### src/rtl/ookse_pkg.sv
`default_nettype none

package ookse_pkg;

  // Encodings of the bit_format register.
  localparam logic [1:0] FMT_HL  = 2'd0;
  localparam logic [1:0] FMT_LH  = 2'd1;
  localparam logic [1:0] FMT_RAW = 2'd2;

  // Configuration register indexes.
  localparam int unsigned CFG_IDX_W = 3;
  localparam logic [CFG_IDX_W-1:0] REG_BIT_FORMAT   = 3'd0;
  localparam logic [CFG_IDX_W-1:0] REG_START_TIMES  = 3'd1;
  localparam logic [CFG_IDX_W-1:0] REG_ONE_TIMES    = 3'd2;
  localparam logic [CFG_IDX_W-1:0] REG_ZERO_TIMES   = 3'd3;
  localparam logic [CFG_IDX_W-1:0] REG_STOP_TIMES   = 3'd4;
  localparam logic [CFG_IDX_W-1:0] REG_RAW_BIT_TIME = 3'd5;
  localparam int unsigned CFG_DATA_W = 32;

  localparam int unsigned DUR_W = 16;

  // Fixed segment slots of one bit; a bit enables a subset of them.
  localparam int unsigned NUM_SLOTS = 7;
  localparam int unsigned SLOT_W    = 3;
  localparam logic [SLOT_W-1:0] SLOT_START_A = 3'd0;
  localparam logic [SLOT_W-1:0] SLOT_START_B = 3'd1;
  localparam logic [SLOT_W-1:0] SLOT_DATA_A  = 3'd2;
  localparam logic [SLOT_W-1:0] SLOT_DATA_B  = 3'd3;
  localparam logic [SLOT_W-1:0] SLOT_STOP_A  = 3'd4;
  localparam logic [SLOT_W-1:0] SLOT_STOP_B  = 3'd5;
  localparam logic [SLOT_W-1:0] SLOT_HOLD    = 3'd6;

  typedef logic [NUM_SLOTS-1:0] slot_mask_t;

  typedef struct packed {
    logic [1:0]       bit_format;
    logic [31:0]      start_times;
    logic [31:0]      one_times;
    logic [31:0]      zero_times;
    logic [31:0]      stop_times;
    logic [DUR_W-1:0] raw_bit_time;
  } cfg_t;

  typedef struct packed {
    logic             pin_level;
    logic [DUR_W-1:0] duration_us;
    logic             last_segment;
  } seg_t;

endpackage

`default_nettype wire

### src/rtl/ookse_cfg_regs.sv
`default_nettype none

module ookse_cfg_regs (
  input  wire logic                             clk,
  input  wire logic                             rst_n,
  input  wire logic                             cfg_we,
  input  wire logic [ookse_pkg::CFG_IDX_W-1:0]  cfg_index,
  input  wire logic [ookse_pkg::CFG_DATA_W-1:0] cfg_wdata,
  output ookse_pkg::cfg_t                       cfg
);

  ookse_pkg::cfg_t cfg_r;

  // Register file, written one register at a time.
  always_ff @(posedge clk) begin
    if (!rst_n) begin
      cfg_r <= '0;
    end else if (cfg_we) begin
      case (cfg_index)
        ookse_pkg::REG_BIT_FORMAT:   cfg_r.bit_format   <= cfg_wdata[1:0];
        ookse_pkg::REG_START_TIMES:  cfg_r.start_times  <= cfg_wdata;
        ookse_pkg::REG_ONE_TIMES:    cfg_r.one_times    <= cfg_wdata;
        ookse_pkg::REG_ZERO_TIMES:   cfg_r.zero_times   <= cfg_wdata;
        ookse_pkg::REG_STOP_TIMES:   cfg_r.stop_times   <= cfg_wdata;
        ookse_pkg::REG_RAW_BIT_TIME:
          cfg_r.raw_bit_time <= cfg_wdata[ookse_pkg::DUR_W-1:0];
        default: ;
      endcase
    end
  end

  assign cfg = cfg_r;

endmodule

`default_nettype wire

### src/rtl/ookse_slot_mask.sv
`default_nettype none

module ookse_slot_mask (
  input  wire ookse_pkg::cfg_t  cfg,
  input  wire logic             first_bit,
  input  wire logic             last_bit,
  output ookse_pkg::slot_mask_t mask
);

  logic pulsed;
  logic raw;

  assign pulsed = (cfg.bit_format == ookse_pkg::FMT_HL) ||
                  (cfg.bit_format == ookse_pkg::FMT_LH);
  assign raw    = (cfg.bit_format == ookse_pkg::FMT_RAW);

  // Pick the segments a bit produces; the unused format enables only the hold.
  always_comb begin
    mask = '0;
    mask[ookse_pkg::SLOT_START_A] = pulsed & first_bit;
    mask[ookse_pkg::SLOT_START_B] = pulsed & first_bit;
    mask[ookse_pkg::SLOT_DATA_A]  = pulsed | raw;
    mask[ookse_pkg::SLOT_DATA_B]  = pulsed;
    mask[ookse_pkg::SLOT_STOP_A]  = pulsed & last_bit;
    mask[ookse_pkg::SLOT_STOP_B]  = pulsed & last_bit;
    mask[ookse_pkg::SLOT_HOLD]    = last_bit;
  end

endmodule

`default_nettype wire

### src/rtl/ookse_seg_gen.sv
`default_nettype none

module ookse_seg_gen (
  input  wire ookse_pkg::cfg_t       cfg,
  input  wire logic                  data_bit,
  input  wire ookse_pkg::slot_mask_t rem,
  output ookse_pkg::slot_mask_t      rem_nxt,
  output ookse_pkg::seg_t            seg
);

  logic [ookse_pkg::SLOT_W-1:0] slot;
  logic [31:0]                  times;
  logic                         pair_level;

  // Lowest pending slot is the one sent now.
  always_comb begin
    slot = ookse_pkg::SLOT_HOLD;
    for (int i = ookse_pkg::NUM_SLOTS - 1; i >= 0; i--) begin
      if (rem[i]) begin
        slot = ookse_pkg::SLOT_W'(i);
      end
    end
  end

  assign rem_nxt = rem & (rem - ookse_pkg::slot_mask_t'(1));

  // Timing word of the pair this slot belongs to.
  always_comb begin
    case (slot)
      ookse_pkg::SLOT_START_A,
      ookse_pkg::SLOT_START_B: times = cfg.start_times;
      ookse_pkg::SLOT_STOP_A,
      ookse_pkg::SLOT_STOP_B:  times = cfg.stop_times;
      default:                 times = data_bit ? cfg.one_times : cfg.zero_times;
    endcase
  end

  // High-then-low sends high on the first slot of a pair, low-then-high on the second.
  assign pair_level = (cfg.bit_format == ookse_pkg::FMT_LH) ? slot[0] : ~slot[0];

  always_comb begin
    seg.last_segment = (rem_nxt == '0);
    if (slot == ookse_pkg::SLOT_HOLD) begin
      seg.pin_level   = 1'b0;
      seg.duration_us = '0;
    end else if (cfg.bit_format == ookse_pkg::FMT_RAW) begin
      seg.pin_level   = data_bit;
      seg.duration_us = cfg.raw_bit_time;
    end else begin
      seg.pin_level   = pair_level;
      seg.duration_us = pair_level ? times[31:16] : times[15:0];
    end
  end

endmodule

`default_nettype wire

### src/rtl/ook_pulse_segment_encoder.sv
`default_nettype none

// OOK pulse segment encoder. Each accepted request (one frame bit with its
// first and last marks) expands into 1 to 7 (level, duration) segments on
// the output channel, one segment per clock while the output is not stalled;
// a typical data bit gives two segments, while a frame's first or last bit
// in a pulse format gives four to seven. The single output register sets
// that rate. One bit is held in an item register while its segments go
// out; the next request is accepted in the same cycle in which the held
// bit's final segment moves into the output register, so the block never
// sits idle between bits. A bit that produces no segment (unused format,
// not the last bit) is accepted and dropped. An accepted bit is loaded into the
// item register, then its segments move into the output register. The user
// must write configuration only while the block is idle; the block does not enforce it.
module ook_pulse_segment_encoder (
  input  wire logic                             clk,
  input  wire logic                             rst_n,
  input  wire logic                             cfg_we,
  input  wire logic [ookse_pkg::CFG_IDX_W-1:0]  cfg_index,
  input  wire logic [ookse_pkg::CFG_DATA_W-1:0] cfg_wdata,
  input  wire logic                             in_valid,
  output logic                                  in_stall,
  input  wire logic                             in_data_bit,
  input  wire logic                             in_first_bit,
  input  wire logic                             in_last_bit,
  output logic                                  out_valid,
  input  wire logic                             out_stall,
  output logic                                  out_pin_level,
  output logic [ookse_pkg::DUR_W-1:0]           out_duration_us,
  output logic                                  out_last_segment
);

  ookse_pkg::cfg_t       cfg;
  ookse_pkg::slot_mask_t in_mask;
  ookse_pkg::slot_mask_t seg_rem_nxt;
  ookse_pkg::seg_t       seg;

  logic                  cur_valid_r, cur_valid_nxt;
  logic                  cur_bit_r;
  ookse_pkg::slot_mask_t cur_rem_r, cur_rem_nxt;
  logic                  out_valid_r;
  ookse_pkg::seg_t       out_seg_r;

  logic out_adv;
  logic emit;
  logic cur_done;
  logic in_accept;

  ookse_cfg_regs u_cfg (
    .clk       (clk),
    .rst_n     (rst_n),
    .cfg_we    (cfg_we),
    .cfg_index (cfg_index),
    .cfg_wdata (cfg_wdata),
    .cfg       (cfg)
  );

  ookse_slot_mask u_mask (
    .cfg       (cfg),
    .first_bit (in_first_bit),
    .last_bit  (in_last_bit),
    .mask      (in_mask)
  );

  ookse_seg_gen u_seg (
    .cfg      (cfg),
    .data_bit (cur_bit_r),
    .rem      (cur_rem_r),
    .rem_nxt  (seg_rem_nxt),
    .seg      (seg)
  );

  // Handshake control between the item register and the output register.
  assign out_adv   = !out_valid_r || !out_stall;
  assign emit      = cur_valid_r && out_adv;
  assign cur_done  = emit && seg.last_segment;
  assign in_stall  = cur_valid_r && !cur_done;
  assign in_accept = in_valid && !in_stall;

  always_comb begin
    cur_valid_nxt = cur_valid_r;
    cur_rem_nxt   = cur_rem_r;
    if (in_accept) begin
      cur_valid_nxt = (in_mask != '0);
      cur_rem_nxt   = in_mask;
    end else if (emit) begin
      cur_valid_nxt = !cur_done;
      cur_rem_nxt   = seg_rem_nxt;
    end
  end

  // Item register: the bit being expanded and its pending slots.
  always_ff @(posedge clk) begin
    if (!rst_n) begin
      cur_valid_r <= 1'b0;
    end else begin
      cur_valid_r <= cur_valid_nxt;
    end
  end

  always_ff @(posedge clk) begin
    cur_rem_r <= cur_rem_nxt;
    if (in_accept) begin
      cur_bit_r <= in_data_bit;
    end
  end

  // Output register.
  always_ff @(posedge clk) begin
    if (!rst_n) begin
      out_valid_r <= 1'b0;
    end else if (out_adv) begin
      out_valid_r <= emit;
    end
  end

  always_ff @(posedge clk) begin
    if (emit) begin
      out_seg_r <= seg;
    end
  end

  assign out_valid        = out_valid_r;
  assign out_pin_level    = out_seg_r.pin_level;
  assign out_duration_us  = out_seg_r.duration_us;
  assign out_last_segment = out_seg_r.last_segment;

  // A held bit always has at least one segment left to send.
  a_cur_nonempty: assert property (@(posedge clk) disable iff (!rst_n)
    cur_valid_r |-> (cur_rem_r != '0))
    else $error("item register holds a bit with no pending segment");

  // Each emitted segment clears exactly one pending slot.
  a_one_slot: assert property (@(posedge clk) disable iff (!rst_n)
    emit |-> ($countones(cur_rem_r) == $countones(seg_rem_nxt) + 1))
    else $error("segment step did not clear exactly one slot");

  // The final segment of a bit lands in the output register marked last.
  a_last_out: assert property (@(posedge clk) disable iff (!rst_n)
    cur_done |=> (out_valid_r && out_seg_r.last_segment))
    else $error("final segment of a bit not marked last at the output");

  // An empty item register never pushes back on the input.
  a_no_idle_stall: assert property (@(posedge clk) disable iff (!rst_n)
    !cur_valid_r |-> !in_stall)
    else $error("input stalled while no bit is held");

endmodule

`default_nettype wire
### config.mk
export PLATFORM = sky130hd
export DESIGN_NAME = ook_pulse_segment_encoder
export DESIGN_NICKNAME = d
export VERILOG_FILES = /design/src/rtl/ookse_pkg.sv /design/src/rtl/ookse_cfg_regs.sv /design/src/rtl/ookse_slot_mask.sv /design/src/rtl/ookse_seg_gen.sv /design/src/rtl/ook_pulse_segment_encoder.sv
export SDC_FILE = /design/constraint.sdc
export NUM_CORES = 1
export LEC_CHECK = 0
export ABC_AREA = 1
export BUFFER_PORTS_ARGS = -buffer_cell sky130_fd_sc_hd__buf_2
export CAP_MARGIN = 20
export CORE_AREA = 2 2 117 119
export CTS_CLUSTER_SIZE = 28
export DETAILED_ROUTE_END_ITERATION = 8
export DIE_AREA = 0 0 119 121
export GPL_TIMING_DRIVEN = 0
export PLACE_DENSITY = 0.77
export REMOVE_ABC_BUFFERS = 1
export SETUP_SLACK_MARGIN = 0.1
export SLEW_MARGIN = 20
export SYNTH_ARGS = -nofsm -noshare
export SYNTH_HDL_FRONTEND = slang
export SYNTH_SLANG_ARGS = --single-unit
### constraint.sdc
create_clock -name clk -period 3.65 [get_ports clk]
set_input_delay 1.095 -clock clk [delete_from_list [all_inputs] [get_ports clk]]
set_output_delay 1.095 -clock clk [all_outputs]
set_load 0.01 [all_outputs]
# Word-level counts from Yosys, hierarchy flattened
# Cells that the tools add are included.
# op_classes
n_addsub,1
mul,0
div_mod_pow,0
magnitude_cmp,0
eq_ne,11
shift,0
n_mux,15
bitwise,5
reduce_logical,24
# ops
operator,n
$pmux 32 s2,1
$mux 32,1
$mux 17,1
$mux 16,1
$eq 3x3->1 const B,5
$mux 7,2
$mux 3,4
$reduce_and 2->1,6
$and 7x7->7,1
$logic_not 7->1,1
$reduce_bool 7->1,1
$sub 7x1->7 const B,1
$eq 3x1->1 const B,2
$eq 3x2->1 const B,2
$logic_not 3->1,2
$logic_and 1x1->1,4
$logic_not 1->1,4
$mux 2,2
$reduce_or 2->1,2
$mux 1,3
$and 1x1->1,2
$eq 2x1->1 const B,1
$eq 2x2->1 const B,1
$logic_not 2->1,1
other kinds (4),5
# word_totals
ff_bits,174
latch_bits,0
ramBits,0
romBits,0
in_bits,43
output_inout_bits,20
word_cells,69
memories,0

# Depth between registers and ports, before layout
# logic_depth
depth_word,11
ltp_mapped,13
ltp_nobuf,12

# Hierarchy
# A second synthesis with hierarchy kept.
# unflattened
cells_unflattened,1399
hier_area_um2,9049.9
# by_module_without_submodules
mod,n_inst,cells_each,area_per_inst_um2,seq_area_each_um2
ookse_cfg_regs,1,842,5778.0,2922.8
ookse_seg_gen,1,478,2204.6,0.0
ook_pulse_segment_encoder,1,69,1014.7,820.8
ookse_slot_mask,1,10,52.6,0.0

# Least setup slack after synthesis
# Ideal clock, no wire load.
# synth_timing
path_type,input to output
startpoint,input port out_stall
endpoint,output port in_stall
arrival_time_ps,2391
required_ps,2555
path_slack_ps,164
stages,6
path_buffers,0
path_cell_list,nand2_1 > inv_1 > nor2_1 > nand2_2 > nand2_4 > inv_4
# synth_via
elab_chain_len,6
# synth_rtl
element,line,source
from (decl),ook_pulse_segment_encoder.sv:27,"input wire logic out_stall,"
$logic_not 1->1,ook_pulse_segment_encoder.sv:74,assign out_adv = !out_valid_r || !out_stall;
$logic_or 1x1->1,ook_pulse_segment_encoder.sv:74,
$logic_and 1x1->1,ook_pulse_segment_encoder.sv:75,assign emit = cur_valid_r && out_adv;
via emit,ook_pulse_segment_encoder.sv:45,logic emit;
$logic_and 1x1->1,ook_pulse_segment_encoder.sv:76,assign cur_done = emit && seg.last_segment;
$logic_not 1->1,ook_pulse_segment_encoder.sv:77,assign in_stall = cur_valid_r && !cur_done;
$logic_and 1x1->1,ook_pulse_segment_encoder.sv:77,
to (decl),ook_pulse_segment_encoder.sv:22,"output logic in_stall,"
# The timed path passes the listed nets, and every way through them passes these cells.

# Worst setup path after layout
# Same ends and word-level chain as after synthesis.

==> flow_summary.ini <==
[status]
status = finished clean

[placement]
dpl.hpwl_mm = 10.96
globalplace.congestion = 0.8160
io_buffer_count = 62

[sta]
fin_crit_ps = 3359
skew_ps = 7.588
finalHoldViolCount = 0
fin_crit_sh_pct = 92.02
setup_viol = 0
max_slew_margin_pct = 26.97
rsz0062_at_grt = false
worst_slew_pin_slew_ps = 1094
tns_ps = 0
fmax_mhz = 297.7
final_max_slew_viol_count = 0

[critical_path]
path_buf_inv = 5
required_ps = 2550
rr_startpoint = cur_rem_r[0]
worstSetupStartpoint = out_stall
worstSetupEndpointType = output pin
cp.depth = 9
cp.arrival_ps = 2260
critPathLaunchType = input pin
path_class = input pin to output pin
reg2reg_to = out_duration_us[1]
crit_path_end = in_stall
rr_worst_depth = 11
worst_path_max_delay_cell = nor2_2
critPathMaxFanout = 14
crit_chain = buf_2 > nand2_1 > inv_1 > nor2_2 > buf_8 > nand2_2 > nand2_4 > inv_4 > buf_2
crit_family = simple AND/OR/NAND/NOR gates
critPathMostFrequentCell = buf_2
slowest_delay_ps = 370
r2r_setup_slack_ps = 1070

[floorplan]
start_util_pct = 57.77
die_area_sq_mm = 0.01440
die_h_um = 121
boundaryPins = 63
rows = 42
core_sq_mm = 0.01309
die_w_um = 119

[power]
leakage_uw = 0.003532
seqPwrFrac_pct = 47.0
finalPower_uw = 4443
p_int_uw = 3293
clockPowerShare_pct = 40.8
power.switching_uw = 1149
cellPowerDensity_mw_per_mm2 = 513.6
ir_drop_v = 0.0003177
p_sw_share_pct = 25.87
combPwrFrac_pct = 12.2

[logic_synthesis]
avgSynthCellArea_sq_um = 7.530
synth.cell_area_sq_mm = 0.007560
synth_top_area_share_pct = 39.19
seq_area_frac_synth_pct = 49.52
synthCells = 1004
ys_warn_count = 0
synth_largest_area_cell = dfxtp_1
synth_seq_cells = 174
synth.distinct_cells = 33
synth.area.top_cells = dfxtp_1 (39%), o21ai_0 (13%), edfxtp_1 (10%)

[drt]
drtPass1Iterations = 5
viasPerCell = 5.437
ant_nets = 0
vias = 6650
drc = 0
totalWireLength_mm = 18.19
wl_per_cell_um = 14.87
drt-initial-drc-count = 494

[global_routing]
overflow = 0
grt.total_usage_pct = 26.43
grt_pass1_wl_mm = 30.10
grt_pass1_vias = 6087
grt_start_max_net_pins = 75
grt_antenna_before_repair = 0

[clocking]
cts_htree_levels = 4
cts_buffer_depth = 2
cts_made_buffers = 17
clk_latency_ps = 430
ctsResizeCount = 0
cts_root_buffer = clkbuf_16
path_clk_slew_ps = 60
clock_sinks = 174
cts_tree = done

[cells_and_area]
layout_common_cells = o21ai_0 (195), nor2_1 (159), dfxtp_1 (148)
layout_commonest_cell = o21ai_0
num_antenna_cells = 0
drive_gt1_share_pct = 12.89
finalNetCount = 1077
syn_to_final_growth_pct = 14.42

[hold_path]
hold_path.class = flop to flop

[job]
drv_cap = 0
## synth_stat cells
library cell / number
clkbuf_1: 52
nand3_1: 14
buf_1: 2
o22ai_2: 1
o21bai_1: 5
inv_4: 1
o211ai_1: 32
inv_2: 4
nand3_4: 2
a31oi_1: 2
o221ai_1: 7
nand3_2: 2
nand3b_1: 1
o21ai_1: 4
nor2_2: 2
nor2_8: 1
buf_6: 1
a211oi_1: 1
edfxtp_1: 26
dfxtp_1: 148
a21oi_2: 1
buf_4: 3
o21ai_0: 195
nand2_1: 131
inv_1: 109
clkinv_1: 2
nand2_2: 3
nor2_4: 3
nor2_1: 162
nand2_4: 2
nor3_1: 2
a21oi_1: 77
buf_2: 6
## metal layers
metal  track usage (%)  vias to the layer above  wire, um
met5                 0                        -         0
met4             9.896                        0       413
met3             4.699                       36       993
met2             42.67                      192      8398
met1             35.62                     3062      8382
li1                  -                     3360         -
## state kept, by name, indices dropped and copies added (netlist names)
register          flops
out_duration_us      16
cur_valid_r           1
out_last_segment      1
cur_rem_r             7
out_valid             1
cur_bit_r             1
u_cfg.cfg           146
out_pin_level         1
## through the flow
stage                     instance area [sq um]  instances  setup WS [ps]  util (%)  hold slack [ps]
after global placement                     7824       1178          -3866     59.79            433.9
after CTS                                  8647       1223          259.8     66.08            446.1
after detailed placement                   8040       1189          2.863     61.45            436.2
after global routing                       8650       1223          213.6     66.10            464.7
after floorplan                            7293        940         -428.6         -            423.8
final                                      8650       1223          291.3     66.10            443.3
## power by group through the flow
stage	Combinational (uW)	Sequential [uW]	Clock [uW]
floorplan	285	2140	0
global placement	475	2140	0
detailed placement	529	2130	0
CTS	538	2090	1820
global route	599	2100	1900
finish	541	2090	1810
## cell type report
class / instances / area (sq um)
fillers: 1107 / 4436
flip-flops and latches: 174 / 3744
multi-input cells: 651 / 3138
repair buffers: 74 / 514.2
clock buffers: 21 / 481.7
inverters: 116 / 440.4
well taps: 176 / 220.2
clock inverters: 11 / 111.4
## timing repair
item                                    4_1_cts  5_1_grt
buffers inserted                              1        0
hold endpoints to repair                      0        0
hold buffers                                  0        0
endpoints found under the setup margin        1        0
## tightest hold or removal path, delay by kind of cell (launching register included)
family | cells | cell delay [ps]
buf+inv | 1 | 50
flops | 1 | 300
compound gates | 1 | 50
## cells by family after synthesis
kind of cell | share of synthesized area, %
and+or+nand+nor | 17.86
AOI/OAI and AO/OA | 23.30
buffers and inverters | 9.318
DFF | 49.52
## worst min-delay path by stage
stage,endpoint,cells past startpoint,startpoint
4_1_cts,u_cfg.cfg[67],2,u_cfg.cfg[67]
2_1_floorplan,u_cfg.cfg[48],2,u_cfg.cfg[48]
6_report,u_cfg.cfg[67],2,u_cfg.cfg[67]
5_1_grt,u_cfg.cfg[136],2,u_cfg.cfg[136]
3_5_place_dp,u_cfg.cfg[67],2,u_cfg.cfg[67]
3_3_place_gp,u_cfg.cfg[58],2,u_cfg.cfg[58]
Note: power is estimated with default switching activity, not from simulation.
